### config.mk
export PLATFORM = sky130hd
export DESIGN_NAME = transfer_descriptor_chain_builder_unit
export DESIGN_NICKNAME = d
export VERILOG_FILES = /design/src/hdl/tdcb_pkg.sv /design/src/hdl/transfer_descriptor_chain_builder_unit.sv /design/src/hdl/tdcb_step.sv /design/src/hdl/tdcb_seq.sv
export VERILOG_INCLUDE_DIRS = /design/src /design/src/hdl
export SDC_FILE = /design/constraint.sdc
export NUM_CORES = 1
export LEC_CHECK = 0
export BUFFER_PORTS_ARGS = -buffer_cell sky130_fd_sc_hd__buf_2
export CELL_PAD_IN_SITES_DETAIL_PLACEMENT = 1
export CELL_PAD_IN_SITES_GLOBAL_PLACEMENT = 1
export CORE_ASPECT_RATIO = 0.9
export CORE_UTILIZATION = 46
export CTS_CLUSTER_DIAMETER = 120
export CTS_CLUSTER_SIZE = 16
export DETAILED_ROUTE_END_ITERATION = 6
export PLACE_DENSITY_LB_ADDON = 0.1
export SETUP_SLACK_MARGIN = 0.3
export SLEW_MARGIN = 20
export SYNTH_ARGS = -nofsm -noshare
export SYNTH_HDL_FRONTEND = slang
export SYNTH_SLANG_ARGS = --single-unit
### constraint.sdc
create_clock -name clk -period 23.9 [get_ports clk]
set_clock_uncertainty 0.2 [all_clocks]
set_input_delay 2.39 -clock clk [delete_from_list [all_inputs] [get_ports clk]]
set_output_delay 2.39 -clock clk [all_outputs]
set_load 0.01 [all_outputs]
### src/hdl/transfer_descriptor_chain_builder_unit_macros.svh
// ----------------------------------------------------------------------------
// Assertion macros for the transfer descriptor chain builder
// Short forms for the clocked checks at the end of the top level. They use
// the clk and rst_n names of the module that includes this file.
// ----------------------------------------------------------------------------
`ifndef TRANSFER_DESCRIPTOR_CHAIN_BUILDER_UNIT_MACROS_SVH
`define TRANSFER_DESCRIPTOR_CHAIN_BUILDER_UNIT_MACROS_SVH

// The consequent must hold in the same cycle as the antecedent.
`define TDCB_ASSERT_IMP(lbl, ante, cons) \
    lbl: assert property (@(posedge clk) disable iff (!rst_n) (ante) |-> (cons)) \
        else $error("tdcb check failed");

// The consequent must hold in the cycle after the antecedent.
`define TDCB_ASSERT_NXT(lbl, ante, cons) \
    lbl: assert property (@(posedge clk) disable iff (!rst_n) (ante) |=> (cons)) \
        else $error("tdcb check failed");

`endif

### src/hdl/tdcb_pkg.sv
// ----------------------------------------------------------------------------
// Transfer descriptor chain builder package
// Shared widths, constants and the structs passed between the sequencer,
// the step unit and the top level.
// ----------------------------------------------------------------------------
package tdcb_pkg;

    localparam int ADDR_W         = 32;
    localparam int LEN_PORT_W     = 19;
    localparam int LENGTH_BITS_DEF = 19;
    localparam int INDEX_W        = 6;
    localparam int BYTE_W         = 15;
    localparam int PAGE_SHIFT     = 12;
    localparam int PAGE_NUM_W     = ADDR_W - PAGE_SHIFT;

    localparam logic [BYTE_W-1:0] CHUNK_ALIGNED   = 15'h5000;
    localparam logic [BYTE_W-1:0] CHUNK_UNALIGNED = 15'h4000;

    // Job state held by the sequencer between descriptors.
    typedef struct packed {
        logic [ADDR_W-1:0]  addr;
        logic [INDEX_W-1:0] index;
        logic               unaligned;
        logic               empty_pending;
    } job_t;

    // One descriptor as produced by the step unit.
    typedef struct packed {
        logic [BYTE_W-1:0] byte_count;
        logic [ADDR_W-1:0] page_one;
        logic [ADDR_W-1:0] page_two;
        logic [ADDR_W-1:0] page_three;
        logic [ADDR_W-1:0] page_four;
        logic              last;
        logic [ADDR_W-1:0] addr_next;
    } step_t;

endpackage

### src/hdl/transfer_descriptor_chain_builder_unit.sv
// ----------------------------------------------------------------------------
// Transfer descriptor chain builder
// Expands one USB transfer job into its chain of transfer descriptors.
// ----------------------------------------------------------------------------
//
//  Channel  Handshake            Payload
//  -------  -------------------  ---------------------------------------------
//  in       in_valid, in_ready   start_address, transfer_length,
//                                append_empty_packet
//  out      out_valid, out_ready descriptor_index, byte_count, page_zero..four,
//                                last_descriptor
//
//  A job is taken in a single handshake, then the shared step unit produces
//  one descriptor per cycle while the output register is free or being
//  emptied; a job of N descriptors (1 to 33) takes N advances, and the next
//  job is accepted in the cycle after the last one enters the output register.
//  rst_n clears the sequencer and the output valid flag at once.
//  While out_ready is low with a descriptor waiting, the sequencer holds and
//  the output register keeps its descriptor unchanged.
//
//  The chunk size is 0x5000 bytes for a page aligned start and 0x4000
//  otherwise, fixed for the whole job. Each descriptor takes the smaller of
//  the remaining length and the chunk. A zero length still yields one empty
//  descriptor, and the empty-packet flag adds one more empty descriptor that
//  closes the chain.
// ----------------------------------------------------------------------------
module transfer_descriptor_chain_builder_unit
    import tdcb_pkg::*;
#(
    parameter int LENGTH_BITS = LENGTH_BITS_DEF
)
(
    input  logic                  clk,
    input  logic                  rst_n,
    input  logic                  in_valid,
    output logic                  in_ready,
    input  logic [ADDR_W-1:0]     start_address,
    input  logic [LEN_PORT_W-1:0] transfer_length,
    input  logic                  append_empty_packet,
    output logic                  out_valid,
    input  logic                  out_ready,
    output logic [INDEX_W-1:0]    descriptor_index,
    output logic [BYTE_W-1:0]     byte_count,
    output logic [ADDR_W-1:0]     page_zero,
    output logic [ADDR_W-1:0]     page_one,
    output logic [ADDR_W-1:0]     page_two,
    output logic [ADDR_W-1:0]     page_three,
    output logic [ADDR_W-1:0]     page_four,
    output logic                  last_descriptor
);

    `include "transfer_descriptor_chain_builder_unit_macros.svh"

    job_t                   job;
    step_t                  step;
    logic [LENGTH_BITS-1:0] rem;
    logic [LENGTH_BITS-1:0] rem_next;
    logic                   busy;
    logic                   start;
    logic                   advance;

    logic                   out_valid_reg, out_valid_next;
    logic [INDEX_W-1:0]     index_reg;
    logic [BYTE_W-1:0]      bytes_reg;
    logic [ADDR_W-1:0]      page_zero_reg;
    logic [ADDR_W-1:0]      page_one_reg;
    logic [ADDR_W-1:0]      page_two_reg;
    logic [ADDR_W-1:0]      page_three_reg;
    logic [ADDR_W-1:0]      page_four_reg;
    logic                   last_reg;

    // A new job may come in while the previous job's last descriptor is
    // still waiting in the output register.
    assign in_ready = !busy;
    assign start    = in_valid && in_ready;

    // The sequencer moves on whenever the output register is free or is
    // being emptied in this cycle.
    assign advance  = busy && (!out_valid_reg || out_ready);

    tdcb_seq #(
        .LENGTH_BITS (LENGTH_BITS)
    ) u_seq (
        .clk                 (clk),
        .rst_n               (rst_n),
        .start               (start),
        .start_address       (start_address),
        .transfer_length     (transfer_length),
        .append_empty_packet (append_empty_packet),
        .advance             (advance),
        .step                (step),
        .rem_next            (rem_next),
        .job                 (job),
        .rem                 (rem),
        .busy                (busy)
    );

    tdcb_step #(
        .LENGTH_BITS (LENGTH_BITS)
    ) u_step (
        .job      (job),
        .rem      (rem),
        .step     (step),
        .rem_next (rem_next)
    );

    always_comb
    begin
        out_valid_next = out_valid_reg;
        if (advance)
        begin
            out_valid_next = 1'b1;
        end
        else if (out_ready)
        begin
            out_valid_next = 1'b0;
        end
    end

    always_ff @(posedge clk or negedge rst_n)
    begin
        if (!rst_n)
        begin
            out_valid_reg <= 1'b0;
        end
        else
        begin
            out_valid_reg <= out_valid_next;
        end
    end

    // Descriptor payload, loaded only when the sequencer advances.
    always_ff @(posedge clk)
    begin
        if (advance)
        begin
            index_reg      <= job.index;
            bytes_reg      <= step.byte_count;
            page_zero_reg  <= job.addr;
            page_one_reg   <= step.page_one;
            page_two_reg   <= step.page_two;
            page_three_reg <= step.page_three;
            page_four_reg  <= step.page_four;
            last_reg       <= step.last;
        end
    end

    assign out_valid        = out_valid_reg;
    assign descriptor_index = index_reg;
    assign byte_count       = bytes_reg;
    assign page_zero        = page_zero_reg;
    assign page_one         = page_one_reg;
    assign page_two         = page_two_reg;
    assign page_three       = page_three_reg;
    assign page_four        = page_four_reg;
    assign last_descriptor  = last_reg;

    // An accepted job always starts the sequencer in the next cycle.
    `TDCB_ASSERT_NXT(a_start_runs, start, busy)

    // The chain never grows past 33 descriptors.
    `TDCB_ASSERT_IMP(a_index_bound, busy, job.index <= INDEX_W'(32))

    // Page two of a descriptor lies in the 4 KiB page right after page one.
    `TDCB_ASSERT_IMP(a_pages_step, out_valid_reg,
        page_two_reg[ADDR_W-1:PAGE_SHIFT] ==
        page_one_reg[ADDR_W-1:PAGE_SHIFT] + PAGE_NUM_W'(1))

    // A descriptor that is not last never leaves the sequencer idle.
    `TDCB_ASSERT_NXT(a_not_last_busy, advance && !step.last, busy)

endmodule

### src/hdl/tdcb_step.sv
// ----------------------------------------------------------------------------
// Descriptor step unit
// Shared compare, subtract and add logic that turns the current job state
// into one descriptor and the state for the next one.
// ----------------------------------------------------------------------------
module tdcb_step
    import tdcb_pkg::*;
#(
    parameter int LENGTH_BITS = LENGTH_BITS_DEF
)
(
    input  job_t                   job,
    input  logic [LENGTH_BITS-1:0] rem,
    output step_t                  step,
    output logic [LENGTH_BITS-1:0] rem_next
);

    localparam int CMP_W = (LENGTH_BITS > BYTE_W) ? LENGTH_BITS : BYTE_W;

    logic [CMP_W-1:0]      rem_ext;
    logic [CMP_W-1:0]      chunk_ext;
    logic [CMP_W-1:0]      bytes_ext;
    logic [PAGE_NUM_W-1:0] page_num;

    always_comb
    begin
        rem_ext   = CMP_W'(rem);
        chunk_ext = job.unaligned ? CMP_W'(CHUNK_UNALIGNED) : CMP_W'(CHUNK_ALIGNED);
        bytes_ext = (rem_ext < chunk_ext) ? rem_ext : chunk_ext;
        rem_next  = rem - bytes_ext[LENGTH_BITS-1:0];
        page_num  = job.addr[ADDR_W-1:PAGE_SHIFT];

        step.byte_count = bytes_ext[BYTE_W-1:0];
        step.page_one   = {page_num + PAGE_NUM_W'(1), {PAGE_SHIFT{1'b0}}};
        step.page_two   = {page_num + PAGE_NUM_W'(2), {PAGE_SHIFT{1'b0}}};
        step.page_three = {page_num + PAGE_NUM_W'(3), {PAGE_SHIFT{1'b0}}};
        step.page_four  = {page_num + PAGE_NUM_W'(4), {PAGE_SHIFT{1'b0}}};
        // The chain ends once the data is used up and no empty packet waits.
        step.last       = (rem_next == '0) && !job.empty_pending;
        step.addr_next  = job.addr + ADDR_W'(bytes_ext[BYTE_W-1:0]);
    end

endmodule

### src/hdl/tdcb_seq.sv
// ----------------------------------------------------------------------------
// Descriptor sequencer
// Loads a job, then walks it one descriptor per advance until the step unit
// reports the last descriptor.
// ----------------------------------------------------------------------------
module tdcb_seq
    import tdcb_pkg::*;
#(
    parameter int LENGTH_BITS = LENGTH_BITS_DEF
)
(
    input  logic                   clk,
    input  logic                   rst_n,
    input  logic                   start,
    input  logic [ADDR_W-1:0]      start_address,
    input  logic [LEN_PORT_W-1:0]  transfer_length,
    input  logic                   append_empty_packet,
    input  logic                   advance,
    input  step_t                  step,
    input  logic [LENGTH_BITS-1:0] rem_next,
    output job_t                   job,
    output logic [LENGTH_BITS-1:0] rem,
    output logic                   busy
);

    typedef enum logic [1:0] {
        ST_IDLE = 2'b01,
        ST_RUN  = 2'b10
    } state_t;

    state_t                 state_reg, state_next;
    job_t                   job_reg, job_next;
    logic [LENGTH_BITS-1:0] rem_reg, rem_next_q;

    always_comb
    begin
        state_next = state_reg;
        job_next   = job_reg;
        rem_next_q = rem_reg;
        case (state_reg)
            ST_IDLE:
            begin
                if (start)
                begin
                    job_next.addr          = start_address;
                    job_next.index         = '0;
                    job_next.unaligned     = |start_address[PAGE_SHIFT-1:0];
                    job_next.empty_pending = append_empty_packet;
                    rem_next_q             = transfer_length[LENGTH_BITS-1:0];
                    state_next             = ST_RUN;
                end
            end
            ST_RUN:
            begin
                if (advance)
                begin
                    if (step.last)
                    begin
                        state_next = ST_IDLE;
                    end
                    else
                    begin
                        job_next.addr  = step.addr_next;
                        job_next.index = job_reg.index + INDEX_W'(1);
                        rem_next_q     = rem_next;
                        // Data is done, so the next pass is the empty packet.
                        if (rem_next == '0)
                        begin
                            job_next.empty_pending = 1'b0;
                        end
                    end
                end
            end
            default:
            begin
                state_next = ST_IDLE;
            end
        endcase
    end

    always_ff @(posedge clk or negedge rst_n)
    begin
        if (!rst_n)
        begin
            state_reg <= ST_IDLE;
        end
        else
        begin
            state_reg <= state_next;
        end
    end

    always_ff @(posedge clk)
    begin
        job_reg <= job_next;
        rem_reg <= rem_next_q;
    end

    assign job  = job_reg;
    assign rem  = rem_reg;
    assign busy = (state_reg == ST_RUN);

endmodule

==> metrics.txt, run 1 <==
Mapped Cells=854; drt drc=0; Via density=5.36; Starting Density=a little under half; register area share after synthesis=58.3%; DRT Pass-1 Iters=5; peak supply drop=0.0000937 V; max reg flops=40; RSZ-0062 raised after global routing=false; Final Setup Violations=0; mux contribution to synthesized area=less than 1%; ys flop type=edfxtp_1; CP max stage delay=0.65 ns; largest net degree at the start of global routing=slightly below 80; PD cells=113 nW/µm²; Core ar.=~21000 µm²; vias in the first global route=7140; Finished Core Util=54.5%; synth unique cells=between 70 and 80; area grow syn2layout=15.4%; Place WS=18.66 ns; Setup crit end kind=register; Synth Area in Simple Gates=between 10 and 15%; DRT antenna net count=0; Final Hold Viols=0; most frequent cells in the layout=191 x buf_2, 189 x edfxtp_1, 91 x nand2_1; Die W=between 150 and 200 µm; period utilization=21.9%; met1 usage=31.9%; Setup TNS Final=0 ns; GR peak layer=met2; clk_lat worst skew=0.43 ns; row cnt=50; Slew HR=around a third; Layout Nets=1095; Iteration-0 DRC Markers=434; Critical Path Source Type=register; final worst slack=between 15 and 20 ns; Lkg Pwr=4.43 nW; TritonCTS clock tree=built; CP max-delay cell=buf_4; CTS Buffer Depth=2; commonest non-fill, non-tap cell in the layout=buf_2; PostCTS Resize Cnt=0; initial antenna violation count=0; grt met3 use=roughly 3.1%; Via Count=7045; Placed Area=10800 µm²; total gr overflow=0; Num Clock Sinks=approximately 190; Slew @ Worst Pin=0.985 ns; crit-path leading delay family=simple AND/OR/NAND/NOR gates; antenna cells=0; routability cong.=0.877; critical path required time=23.76 ns; Mapped Avg Cell Area=11.6 µm²; largest family of logic cells by synthesized area=simple AND/OR/NAND/NOR gates; fmax=191 MHz; M2 GR Usage=42.0%; Synth Area in Compound Gates=between 10% and 20%; clk slew on worst S/H paths=0.07 ns; Post-synth ARST share=1.56%; EDFF count, synth=189; TritonCTS Buffers=17; Die Height=141 µm; Port Buffers=191; postcts setup bufs=0; CP Cell Sequence=or4_4, nor2_1, o21ai_0, inv_1, ha_1, or2_2, xor2_1, a22o_1, and4_1, o2111a_2, a41oi_4, buf_4; die area=22000 µm²; share of cells above drive strength 1=approximately a quarter; Synth Cell Area=9870 µm²; DR WL/cell=19.8 µm; crit path kind=reg2reg; crit path max fanout=51; post-route cell area=roughly 11000 µm²; Max-cap violations=0; CTS hold repair buffers=0; clock root cell=clkbuf_16; final slew viol count=0; Hold WC Path Type=reg2reg; synthesis warning total=0; final wirelength=26000 µm; CTS H-tree depth=4; fin crit period=approximately 5.2 ns; worst path bufs/invs=2; io pins=240; first-pass GRT wire length=about 40000 µm; Post-Synth XOR/XNOR Area=7.45%; status=complete, no violations; DPL Wire Length=18600 µm; All-Layer GR Usage=approximately 24%; Pwr Total=between 1 and 1.5 mW; WP data arrival=5.08 ns; Synth Area in Adders=approximately 3.1%; #FFs+latches synth=~190
[synth_stat cells, types with 2 or more instances]
library cell | instances | area share (%)
edfxtp_1 | 189 | 58
nand2_1 | 91 | 3.5
nor2_1 | 56 | 2.1
buf_4 | 53 | 4.0
nand3_1 | 51 | 2.6
xnor2_1 | 49 | 4.3
o21ai_0 | 43 | 2.2
clkbuf_1 | 37 | 1.4
xor2_1 | 35 | 3.1
and3_1 | 23 | 1.5
ha_1 | 23 | 2.9
a21oi_1 | 20 | 1.0
inv_1 | 19 | 0.72
nor3_1 | 12 | 0.61
o211ai_1 | 9 | 0.68
a31oi_1 | 8 | 0.51
nand2b_1 | 8 | 0.51
o311ai_0 | 8 | 0.71
or4_1 | 8 | 0.61
a21o_1 | 7 | 0.53
o31ai_1 | 7 | 0.53
and2_1 | 6 | 0.38
buf_1 | 6 | 0.23
buf_2 | 5 | 0.25
nand4_1 | 5 | 0.32
nor4_1 | 5 | 0.32
o21a_1 | 5 | 0.38
a31o_2 | 4 | 0.35
and4_1 | 4 | 0.35
or2_2 | 4 | 0.25
a211o_1 | 3 | 0.27
nor2b_1 | 3 | 0.19
a211oi_1 | 2 | 0.15
a221o_1 | 2 | 0.20
a221oi_1 | 2 | 0.18
a22o_1 | 2 | 0.18
a32o_1 | 2 | 0.20
a32oi_1 | 2 | 0.18
conb_1 | 2 | 0.076
dfrtp_1 | 2 | 0.51
or3_1 | 2 | 0.13
[per-layer routing]
metal	part of all wire, %	routed length, µm
met1	44	11400
met2	51	13200
met3	4.6	1210
met4	0.94	245
met5	0	0
[metrics by stage]
step	hold WS (ns)	std cells
floorplan	0.221	901
global placement	0.251	1282
detailed placement	0.250	1282
CTS	0.268	1314
global route	0.283	1314
finish	0.269	1314
[final cells by class]
| class | count | area, µm² |
|---|---|---|
| Fill cell | 2322 | 9510 |
| Clock buffer | 17 | 425 |
| Timing Repair Buffer | 197 | 1000 |
| Clock inverter | 15 | 121 |
| Sequential cell | 192 | 5750 |
| Inverter | 19 | 71.3 |
| Tap cell | 286 | 358 |
| Multi-Input combinational cell | 588 | 3660 |
[path summary, 6_finish.rpt]
check	slack, ns	to	startpoint	cells after the start
setup / recovery	18.68	u_seq.job[33]$_DFFE_PP_	u_seq.rem[15]$_DFFE_PP_	12
hold / removal	0.27	page_zero[0]$_DFFE_PP_	u_seq.job[8]$_DFFE_PP_	0
setup reg to reg	18.68	u_seq.job[33]$_DFFE_PP_	u_seq.rem[15]$_DFFE_PP_	12
hold reg to reg	0.27	page_zero[0]$_DFFE_PP_	u_seq.job[8]$_DFFE_PP_	0
max in group asynchronous	21.77	u_seq.state_reg[0]$_DFFE_PN1P_	rst_n	1
min in group asynchronous	1.54	out_valid$_DFFE_PN0P_	rst_n	1
[logic make-up (layout without fill, tap and decap cells)]
group | Yosys count | count (layout)
and+or+nand+nor | 285 | 285
DFF | 192 | 192
AOI/OAI and AO/OA | 145 | 145
buffers and inverters | 121 | 248
xor gates and xnor gates | 84 | 84
adders and majority gates | 24 | 24
other | 2 | 49
muxes | 1 | 1
[worst reg2reg max path, cell delays in order (launching register included)]
cell and delay [ns]:
edfxtp_1 0.55, or4_4 0.62, nor2_1 0.60, o21ai_0 0.31, inv_1 0.12, ha_1 0.26, or2_2 0.37, xor2_1 0.16
a22o_1 0.21, and4_1 0.20, o2111a_2 0.21, a41oi_4 0.36, buf_4 0.65
[power by group]
group / switching [mW] / internal, mW
clock network: 0.134 / 0.136
registers: 0.102 / 0.521
logic: 0.251 / 0.145
No activity file was read; power rests on OpenSTA's default activity.
==> inputs of run 2 (changes only) <==
Settings changed: CORE_UTILIZATION 46 to 38.
Clock period 23.9 ns to 4.3 ns, I/O delays scaled along.
==> run 2 against run 1 <==
Compared with the run above:
- die area up 21%
- global-route usage down 3.4 points
- count of clock-buffer cells in the layout up 1
- sequential power rose to 5.5 times the previous value
- non-clock buffer count up 22
- critical path type unchanged
==> metrics.txt, run 2 (synthesized netlist as in run 1, its figures left out) <==
period utilization=90.2% (+68 points); TritonCTS Buffers=17 (unchanged); clk_lat worst skew=0.44 ns (about the same); commonest non-fill, non-tap cell in the layout=buf_2; Critical Path Source Type=register; RR Endpoint=u_seq.job[26]$_DFFE_PP_; Max-cap violations=0 (unchanged); Starting Density=39.0% (-8.3 points); placed cells=1350 (+5.3%); CP max stage delay=0.51 ns (-0.14 ns); Port Buffers=191 (unchanged); Num Clock Sinks=192 (unchanged); total gr overflow=0 (unchanged); Core ar.=25300 µm² (+21%); die area=26600 µm² (+21%); RR Startpoint=u_seq.rem[18]$_DFFE_PP_; PD cells=636 nW/µm² (+460%); clock root cell=clkbuf_16; Die Height=155 µm (+9.9%); CP max-delay cell=or4_4; vias in the first global route=7119 (-0.29%); largest net degree at the start of global routing=132 (+67%); clk slew on worst S/H paths=0.08 ns (about the same); Lkg Pwr=4.58 nW (+3.5%); DRT antenna net count=0 (unchanged); Non-Filler Instances=1393 (+6.0%); final slew viol count=0 (unchanged); R2R depth=14 (+2); Via density=5.14 (-4.2%); TritonCTS clock tree=built; Pwr Total=7.50 mW (+480%); Layout Nets=1117 (+2.0%); peak supply drop=0.000229 V (+140%); critical path required time=4.24 ns (-19.52 ns); CP Cell Sequence=or4_4, nor2_4, nand2_1, o21ai_2, inv_1, ha_1, or2_4, xor2_1, a22o_1, and4_1, o2111a_2, a41oi_4, buf_12, buf_12; Worst path depth=14 (+2); initial antenna violation count=1 (+1); DPL Wire Length=19100 µm (+2.8%); CTS H-tree depth=4 (unchanged); DR WL/cell=19.8 µm (+0.23%); All-Layer GR Usage=20.7% (-3.4 points); WP data arrival=3.82 ns (-1.26 ns); Via Count=7158 (+1.6%); RSZ-0062 raised after global routing=true; Iteration-0 DRC Markers=500 (+15%); first-pass GRT wire length=41500 µm (+2.9%); area grow syn2layout=19.6%; Hold WC Path Type=in2reg; CTS Buffer Depth=2 (unchanged); cell mode on critical path=buf_12; HP Start=transfer_length[14]; Slew HR=42.5% (+8.2 points); status=complete, no violations; Final Setup Violations=0 (unchanged); crit-path leading delay family=simple AND/OR/NAND/NOR gates; fmax=258 MHz (+35%); Setup crit end kind=register; Final Hold Viols=0 (unchanged); crit path kind=reg2reg; routability cong.=0.825 (-5.9%); Finished Core Util=46.6% (-7.9 points); io pins=240 (unchanged); most frequent cells in the layout=191 x buf_2, 189 x edfxtp_1, 91 x nand2_1; r2r setup slk=0.42 ns (-18.25 ns); share of cells above drive strength 1=26.6% (+2.4 points); Die W=172 µm (+9.9%); Slew @ Worst Pin=0.862 ns (-0.122 ns); DRT Pass-1 Iters=5 (unchanged); final wirelength=27600 µm (+6.3%); drt drc=0 (unchanged); crit path max fanout=19 (-63%); row cnt=55 (+10%); worst path bufs/invs=3 (+1); Hold EP=u_seq.rem[14]$_DFFE_PP_; hold path cells=3 (+3); max reg flops=40 (unchanged); fin crit period=3.88 ns (-1.35 ns)
run 2: cell count changes in the layout (fill, tap and decap cells not counted), moves of 3 or more:
cell / before / now
buf_4: 6 / 21
inv_6: 6 / 2
buf_12: 0 / 3
clkinv_4: 2 / 5
run 2: worst max path at each step:
stage,from,endpoint,slack (ns)
2_1_floorplan,u_seq.state_reg[0]$_DFFE_PN1P_,u_seq.job[10]$_DFFE_PP_,-0.40
3_3_place_gp,u_seq.rem[15]$_DFFE_PP_,u_seq.rem[11]$_DFFE_PP_,0.40
3_5_place_dp,u_seq.rem[18]$_DFFE_PP_,u_seq.rem[1]$_DFFE_PP_,0.29
4_1_cts,u_seq.rem[15]$_DFFE_PP_,u_seq.job[29]$_DFFE_PP_,0.29
5_1_grt,u_seq.rem[15]$_DFFE_PP_,u_seq.job[34]$_DFFE_PP_,0.25
6_report,u_seq.rem[18]$_DFFE_PP_,u_seq.job[26]$_DFFE_PP_,0.42
run 2: area by class of cell:
type,instances,area [µm²]
Timing Repair Buffer,219,1230
Fill cell,2774,13500
Clock buffer,18,429
Inverter,19,71.3
Multi-Input combinational cell,588,3720
Antenna cell,1,2.50
Sequential cell,192,5750
Clock inverter,14,169
Tap cell,342,428
run 2: worst reg2reg max path, cell delays in order, from the launching register on:
cell      delay [ns]
edfxtp_1        0.49
or4_4           0.51
nor2_4          0.14
nand2_1         0.08
o21ai_2         0.10
inv_1           0.07
ha_1            0.33
or2_4           0.29
xor2_1          0.15
a22o_1          0.21
and4_1          0.19
o2111a_2        0.20
a41oi_4         0.29
buf_12          0.16
buf_12          0.17
run 2: metrics by stage:
step / setup WS (ns) / TNS (ns) / cell area [µm²] / hold slack, ns
global route: 0.250 / 0 / 11800 / 0.0693
detailed placement: 0.292 / 0 / 11000 / 0.0379
global placement: 0.400 / 0 / 11000 / 0.0359
floorplan: -0.395 / -22.52 / 10100 / -0.0656
CTS: 0.290 / 0 / 11600 / 0.0485
finish: 0.422 / 0 / 11800 / 0.0608
run 2: report_power, final:
part           internal (mW)  switching, mW
logic                  0.948           1.54
registers               2.89          0.504
clock network          0.834          0.793
run 2: per-layer routing:
layer | wire (µm) | share of wire (%) | global-route usage [%]
met1 | 13400 | 48 | 29.7
met2 | 12700 | 46 | 32.2
met3 | 1260 | 4.6 | 3.66
met4 | 341 | 1.2 | 5.65
met5 | 0 | 0 | 0
run 2: timing repair:
item,4_1_cts,5_1_grt
gates resized for setup,1,18
buffers inserted,0,7
endpoints found under the setup margin,19,72
hold endpoints to repair,3,0
cloned,0,2
hold buffers,1,0
pin swaps,0,4
